**src/sv/well44497b_prng_defines.svh**
```systemverilog
// assertion macros used by well44497b_prng
`ifndef WELL44497B_PRNG_DEFINES_SVH
`define WELL44497B_PRNG_DEFINES_SVH

`ifndef ASSERT_OFF
`define W44B_ASSERT_IMP(name, clk, rst_n, ante, cons) \
  name: assert property (@(posedge clk) disable iff (!rst_n) (ante) |-> (cons)) \
    else $error("w44b assertion failed");
`define W44B_ASSERT_NEXT(name, clk, rst_n, ante, cons) \
  name: assert property (@(posedge clk) disable iff (!rst_n) (ante) |=> (cons)) \
    else $error("w44b assertion failed");
`else
`define W44B_ASSERT_IMP(name, clk, rst_n, ante, cons)
`define W44B_ASSERT_NEXT(name, clk, rst_n, ante, cons)
`endif

`endif

```
**src/sv/w44b_pkg.sv**
```systemverilog
package w44b_pkg;

  localparam int WORD_W = 32;
  localparam int IDX_W  = 11;

  typedef logic [WORD_W-1:0] word_t;
  typedef logic [IDX_W-1:0]  idx_t;

  // ring tap offsets
  localparam idx_t OFS_M1 = 11'd23;
  localparam idx_t OFS_M2 = 11'd481;
  localparam idx_t OFS_M3 = 11'd229;

  localparam word_t MASK_LOW  = 32'h0001_ffff;
  localparam word_t MASK_HIGH = 32'hfffe_0000;
  localparam word_t MIX_A     = 32'hb729_fcec;
  localparam word_t MIX_DS    = 32'hfbff_ffff;
  localparam word_t MIX_DT    = 32'h0002_0000;
  localparam word_t TEMPER_B  = 32'h93dd_1400;
  localparam word_t TEMPER_C  = 32'hfa11_8000;

  typedef struct packed {
    logic  vld;
    word_t data;
  } push_t;

endpackage

```
**src/sv/w44b_obuf.sv**
```systemverilog
module w44b_obuf (
  input  logic            clk,
  input  logic            rst_n,
  input  w44b_pkg::push_t push,
  output logic            full,
  output logic            pop_valid,
  input  logic            pop_ready,
  output w44b_pkg::word_t pop_data
);
  import w44b_pkg::*;

  word_t      ent_r [2];
  logic [1:0] cnt_r;
  logic       wr_ptr_r;
  logic       rd_ptr_r;
  logic       pop;

  assign pop_valid = (cnt_r != 2'd0);
  assign full      = (cnt_r == 2'd2);
  assign pop_data  = ent_r[rd_ptr_r];
  assign pop       = pop_valid && pop_ready;

  always_ff @(posedge clk) begin
    if (!rst_n) begin
      cnt_r    <= 2'd0;
      wr_ptr_r <= 1'b0;
      rd_ptr_r <= 1'b0;
    end else begin
      if (push.vld) begin
        wr_ptr_r <= ~wr_ptr_r;
      end
      if (pop) begin
        rd_ptr_r <= ~rd_ptr_r;
      end
      if (push.vld && !pop) begin
        cnt_r <= cnt_r + 2'd1;
      end else if (pop && !push.vld) begin
        cnt_r <= cnt_r - 2'd1;
      end
    end
  end

  always_ff @(posedge clk) begin
    if (push.vld) begin
      ent_r[wr_ptr_r] <= push.data;
    end
  end

endmodule

```
**config.mk**
```make
export PLATFORM = sky130hd
export DESIGN_NAME = w44b_obuf
export DESIGN_NICKNAME = d
export VERILOG_FILES = /design/src/sv/well44497b_prng_defines.svh /design/src/sv/w44b_pkg.sv /design/src/sv/w44b_obuf.sv
export SDC_FILE = /design/constraint.sdc
export NUM_CORES = 1
export LEC_CHECK = 0
export BUFFER_PORTS_ARGS = -buffer_cell sky130_fd_sc_hd__buf_2
export CAP_MARGIN = 5
export CORE_UTILIZATION = 45
export CTS_CLUSTER_SIZE = 8
export DETAILED_ROUTE_END_ITERATION = 10
export HOLD_SLACK_MARGIN = 0.1
export PLACE_DENSITY = 0.69
export SLEW_MARGIN = 40
export SYNTH_ARGS = -nofsm -noshare
export SYNTH_HDL_FRONTEND = slang
export SYNTH_SLANG_ARGS = --single-unit
```
**constraint.sdc**
```tcl
create_clock -name clk -period 5.2 [get_ports clk]
set_input_delay 0 -clock clk [delete_from_list [all_inputs] [get_ports clk]]
set_output_delay 0 -clock clk [all_outputs]
set_load 0.1 [all_outputs]
```
==> results of run 1 <==
-- kinds of logic after synthesis --
| group | after synthesis |
|---|---|
| flops | 69 |
| mux | 32 |
| simple gates | 9 |
| compound gates | 4 |
| buf+inv | 4 |
| xor+xnor | 3 |
| fa+ha+maj | 1 |
-- report_power, final --
group | total, mW | switching, mW | internal (mW)
registers | 0.676 | 0.0253 | 0.651
logic | 0.871 | 0.682 | 0.189
clock network | 0.342 | 0.171 | 0.171
total | 1.89 | 0.879 | 1.01
-- worst max-delay path, cell delays in order (launching register included) --
cell	delay (ns)
sky130_fd_sc_hd__dfxtp_1	0.49
sky130_fd_sc_hd__buf_4	0.40
sky130_fd_sc_hd__mux2_2	0.39
sky130_fd_sc_hd__buf_2	0.29
-- area by class of cell --
cell class,instances,area [um^2]
Multi-Input combinational cell,49,488
Tap cell,70,87.6
Sequential cell,69,2020
Clock inverter,3,13.8
Clock buffer,13,139
Timing Repair Buffer,106,728
Fill cell,376,1790
-- layer usage --
layer  vias up  wire (um)  global-route usage, %
li1        695          -                      -
met1       698       1750                   18.0
met2        51       2430                   28.7
met3         2        232                   4.29
met4         0         13                   8.08
met5         -          0                      0
-- synth_stat cells (all sizes together) --
| cell | n | area (um^2) |
|---|---|---|
| a21boi | 1 | 7.51 |
| and2 | 4 | 25.0 |
| buf | 3 | 22.5 |
| clkbuf | 1 | 3.75 |
| dfxtp | 5 | 100 |
| edfxtp | 64 | 1920 |
| ha | 1 | 12.5 |
| mux2 | 32 | 360 |
| nor2b | 3 | 18.8 |
| o21a | 1 | 7.51 |
| o21ai | 2 | 10.0 |
| or2 | 1 | 6.26 |
| or3 | 1 | 6.26 |
| xnor2 | 2 | 17.5 |
| xor2 | 1 | 8.76 |
-- how the worst min path moves through the flow --
stage	endpoint	slack, ns
5_1_grt	ent_r[0][0]	0.20
3_3_place_gp	ent_r[0][14]	0.19
2_1_floorplan	ent_r[0][0]	0.1
6_report	rd_ptr_r	0.18
4_1_cts	rd_ptr_r	0.16
3_5_place_dp	ent_r[0][26]	0.19
-- state kept, by name (all words and copies together) (netlist names), named ones only --
signal	count
rd_ptr_r	1
ent_r	64
cnt_r	2
wr_ptr_r	1
-- stage by stage --
stage,worst slack (ns),utilization (%)
after global placement,3.60,56.1
after global routing,3.19,66.0
final,3.30,66.0
after detailed placement,3.53,56.6
after floorplan,3.00,-
after CTS,3.25,66.0
-- what timing repair did --
action                    CTS  global route
gates resized for setup     0             0
hold buffers               34             0
hold endpoints to repair   69             0
==> reports/results.txt, run 1 <==
buffers added on ports - 69
endpoint arrival time on the critical path - 1.90 ns
antenna diode count - 0
Via-to-Cell Ratio - 4.66
layout net count - 272
clock tree from TritonCTS - done
Inst Count DP - 260
syn nets - 159
clock-pin transition on the worst setup and hold timing paths - 0.06 ns
vias in the first global route - 1546
ratio of cells with drive above 1 in the final layout - 47.9%
Placed Area - 2990 um^2
average routed wire per standard cell - 14.3 um
level count of the clock H-tree - 3
relative max-transition margin - 59.7%
x dimension of the die - 77.0 um
HPWL reported at the end of detailed placement - 2.75 mm
clock latency reported for the late side of the worst-skew pair - 0.32 ns
count of non-filler cells in the finished layout - 310
xor/xnor share of the synthesized area - 1.04%
required time of the worst setup path - 5.20 ns
flops & latches, synth - 69
I/O pin count - 70
maximum achievable frequency - 0.526 GHz
crit share post-route - 36.6%
minimum period implied by the final worst setup slack - 1.90 ns
r2r worst-path depth - 4
synthesis-to-layout area growth - 37.6%
Synth warnings - 0
most common cell after layout, fill and taps aside - sky130_fd_sc_hd__buf_2
adder-cell share of the synthesized area - 0.495%
fraction of the mapped netlist area in compound gates - 0.990%
DRC errors left - 0
via total after detailed routing - 1446
number of CTS-inserted buffers - 9
setup slack of the most critical reg-to-reg path - 3.44 ns
pin count of the biggest net entering global routing - 27
average size of a mapped cell - 20.7 um^2
aggregate routed wire length - 4.42 mm
combined global-route utilization of all metal layers - 16.2%
final setup violating endpoints - 0
startpoint of the worst-slack reg-to-reg timing path - wr_ptr_r
Starting Density - 48.0%
clock sink count - 69
gate count of the mapped netlist - 122
overall power - 1.89 mW
class of the most critical setup path - reg2out
Max Cap Viol - 0
transition time at the pin with the least slew margin - 0.604 ns
RD Place Congestion - 0.701
worst voltage drop across the vdd grid - 0.336 mV
top library cells by usage in the layout, fill and taps aside - sky130_fd_sc_hd__buf_2, sky130_fd_sc_hd__edfxtp_1, sky130_fd_sc_hd__dlygate4sd3_1, sky130_fd_sc_hd__mux2_2, sky130_fd_sc_hd__clkbuf_8
CTS Root Cell - sky130_fd_sc_hd__clkbuf_8
static leakage power - 1.33 nW
count of final hold-check violations - 0
worst flop-to-flop path endpoint - wr_ptr_r
gr ovfl total - 0
initial antenna violation count - 0
number of different library cells in the post-synthesis netlist - 17
post-synthesis instance area - 2530 um^2
postcts setup bufs - 0
clock buffer depth - 2
category of the worst setup path launch point - flip-flop
worst hold-check path type - in2reg
sequential share of the synthesized area - 80.0%
element type at the critical path end - primary output
post-route cell area - 3480 um^2
peak fanout along the critical path - 26
run status - completed
simple-gate share of the synthesized area - 2.23%
antenna-violating nets left - 0
setup repair after global routing missed its margin - false
share of cell area taken by muxes after synthesis - 14.3%
initial drt markers - 71
Die Span Y - 77.0 um
instance count along the most critical hold path - 4
Die Footprint - 5920 um^2
Final TNS setup - 0 ns
end point of the critical path - pop_data[23]
dominant combinational cell family by area after synthesis - multiplexers
Core Footprint - 5270 um^2
final hold slack - 0.181 ns
source of the worst hold timing path - pop_ready
final slew viol count - 0
wire length of the first global-routing pass - 7.10 mm
First-pass DRT Iterations - 4
std cell rows - 26
power per cell area - 543 nW/um^2
Layout Skew - 0.00753 ns
No activity file was read; power rests on OpenSTA's default activity.
==> inputs of run 2 (changes only) <==
- clock period: 5.2 -> 1.8 ns (I/O delays scaled with it)
==> reports/results.txt, run 2 (synthesized netlist as in run 1, its figures left out) <==
clock sink count - 69 (unchanged)
power share of the sequential group - 31.3% (was 35.8%)
count of final hold-check violations - 0 (unchanged)
Die Footprint - 5920 um^2 (unchanged)
run status - completed (unchanged)
setup slack of the most critical reg-to-reg path - 0.34 ns (was 3.44 ns)
wire length of the first global-routing pass - 7.45 mm (was 7.10 mm)
maximum achievable frequency - 0.663 GHz
final setup violating endpoints - 0 (unchanged)
clock-pin transition on the worst setup and hold timing paths - 0.06 ns (about the same)
initial drt markers - 64 (was 71)
Core Footprint - 5270 um^2 (unchanged)
minimum period implied by the final worst setup slack - 1.51 ns
ratio of cells with drive above 1 in the final layout - 48.1% (was 47.9%)
clock latency reported for the late side of the worst-skew pair - 0.33 ns (was 0.32 ns)
Switching Fraction - 43.1% (was 46.5%)
std cell rows - 26 (unchanged)
DRC errors left - 0 (unchanged)
register with the highest flop count - ent_r (unchanged)
pin count of the biggest net entering global routing - 20 (was 27)
Max Cap Viol - 0 (unchanged)
antenna diode count - 0 (unchanged)
Gate power share - 53.0% (was 46.1%)
First-pass DRT Iterations - 4 (unchanged)
number of gates given a new drive strength after cts - 0 (unchanged)
antenna-violating nets left - 0 (unchanged)
relative max-transition margin - 67.7% (was 59.7%)
synthesis-to-layout area growth - 56.7% (was 37.6%)
Switch Pwr - 2.66 mW (was 879 uW)
average routed wire per standard cell - 15.3 um (was 14.3 um)
setup repair after global routing missed its margin - false (unchanged)
category of the worst setup path launch point - flip-flop (unchanged)
proportion of power drawn by the clock network - 15.7% (was 18.1%)
power per cell area - 1560 nW/um^2 (was 543 nW/um^2)
Worst path slowest cell - sky130_fd_sc_hd__mux2_2 (was sky130_fd_sc_hd__dfxtp_1)
endpoint arrival time on the critical path - 1.51 ns (was 1.90 ns)
Starting Density - 48.0% (unchanged)
Die Span Y - 77.0 um (unchanged)
peak fanout along the critical path - 19 (was 26)
CTS Root Cell - sky130_fd_sc_hd__clkbuf_8 (unchanged)
Final TNS setup - 0 ns (unchanged)
gr ovfl total - 0 (unchanged)
static leakage power - 1.51 nW (was 1.33 nW)
layout net count - 274 (was 272)
initial antenna violation count - 0 (unchanged)
class of the most critical setup path - reg2out (unchanged)
combined global-route utilization of all metal layers - 17.1% (was 16.2%)
design internal power - 3.52 mW (was 1.01 mW)
element type at the critical path end - primary output (unchanged)
final slew viol count - 0 (unchanged)
delay of the slowest critical-path stage - 0.41 ns (was 0.49 ns)
via total after detailed routing - 1471 (was 1446)
I/O pin count - 70 (unchanged)
required time of the worst setup path - 1.80 ns (was 5.20 ns)
level count of the clock H-tree - 3 (unchanged)
top library cells by usage in the layout, fill and taps aside - sky130_fd_sc_hd__edfxtp_1, sky130_fd_sc_hd__buf_2, sky130_fd_sc_hd__dlygate4sd3_1, sky130_fd_sc_hd__buf_12, sky130_fd_sc_hd__mux2_2 (was sky130_fd_sc_hd__buf_2, sky130_fd_sc_hd__edfxtp_1, sky130_fd_sc_hd__dlygate4sd3_1, sky130_fd_sc_hd__mux2_2, sky130_fd_sc_hd__clkbuf_8)
Via-to-Cell Ratio - 4.73 (was 4.66)
most common cell after layout, fill and taps aside - sky130_fd_sc_hd__edfxtp_1 (was sky130_fd_sc_hd__buf_2)
number of CTS-inserted buffers - 9 (unchanged)
list of cells traversed by the critical path - buf_4 > mux2_2 > buf_12 (was buf_4 > mux2_2 > buf_2)
worst hold-check path type - in2reg (unchanged)
vias in the first global route - 1554 (was 1546)
critical path's top delay family - buffers and inverters (unchanged)
Placed Area - 3470 um^2 (was 2990 um^2)
Layout Skew - 0.00402 ns (was 0.00753 ns)
worst voltage drop across the vdd grid - 1.00 mV (was 0.336 mV)
post-route cell area - 3960 um^2 (was 3480 um^2)
HPWL reported at the end of detailed placement - 3.15 mm (was 2.75 mm)
aggregate routed wire length - 4.77 mm (was 4.42 mm)
Largest register FFs - 64 (unchanged)
transition time at the pin with the least slew margin - 0.488 ns (was 0.604 ns)
registers with the most flip-flops - ent_r x64, cnt_r x2 (unchanged)
RD Place Congestion - 0.711 (was 0.701)
clock buffer depth - 2 (unchanged)
x dimension of the die - 77.0 um (unchanged)
buffers plus inverters on the worst setup path - 2 (unchanged)
clock tree from TritonCTS - done (unchanged)
buffers added on ports - 69 (unchanged)
crit share post-route - 83.8%
[run 2: final timing paths]
kind | start | end | cells after the start
max | flip-flop | pop_data[27] | 3
min | pop_ready | flip-flop | 4
max reg2reg | cnt_r[0] | cnt_r[1] | 4
min reg2reg | cnt_r[1] | cnt_r[1] | 2
[run 2: worst register-to-register path: stages, from the launching register on]
cell and delay, ns:
sky130_fd_sc_hd__dfxtp_1 0.36, sky130_fd_sc_hd__o21ai_1 0.22, sky130_fd_sc_hd__ha_1 0.30, sky130_fd_sc_hd__or3_1 0.36
sky130_fd_sc_hd__a21boi_1 0.15
[run 2: area by class of cell]
cell class	count	area (um^2)
repair buffers	108	1220
well taps	70	87.6
fillers	325	1310
multi-input cells	49	488
flip-flops and latches	69	2020
clock inverters	4	16.3
clock buffers	11	131
[run 2: power by group through the flow]
stage	Sequential (mW)	Combinational [mW]	Clock [mW]
detailed placement	1.97	3.22	0
finish	1.93	3.27	0.969
global route	1.94	3.36	1.07
CTS	1.94	3.29	0.995
floorplan	1.95	2.19	0
global placement	1.96	3.19	0
[run 2: metrics by stage]
step	total power [mW]	instances	hold slack, ns	util [%]	setup WS (ns)
2_1_floorplan	4.14	122	0.0989	-	0.0986
3_3_place_gp	5.14	262	0.188	65.9	0.451
3_5_place_dp	5.19	262	0.191	65.9	0.357
4_1_cts	6.22	311	0.156	75.2	0.256
5_1_grt	6.38	311	0.230	75.2	0.214
6_report	6.17	311	0.169	75.2	0.291
[run 2: timing repair]
item | CTS | global route
endpoints found under the hold margin | 69 | 0
buffers inserted | 0 | 0
hold buffers | 34 | 0
[run 2: routing by layer]
layer  global-route usage, %  up-vias  part of all wire, %
li1                        -      704                    -
met1                    19.0      707                   40
met2                    30.4       54                   53
met3                    4.88        6                  5.6
met4                    6.92        0                  1.1
met5                       0        -                    0
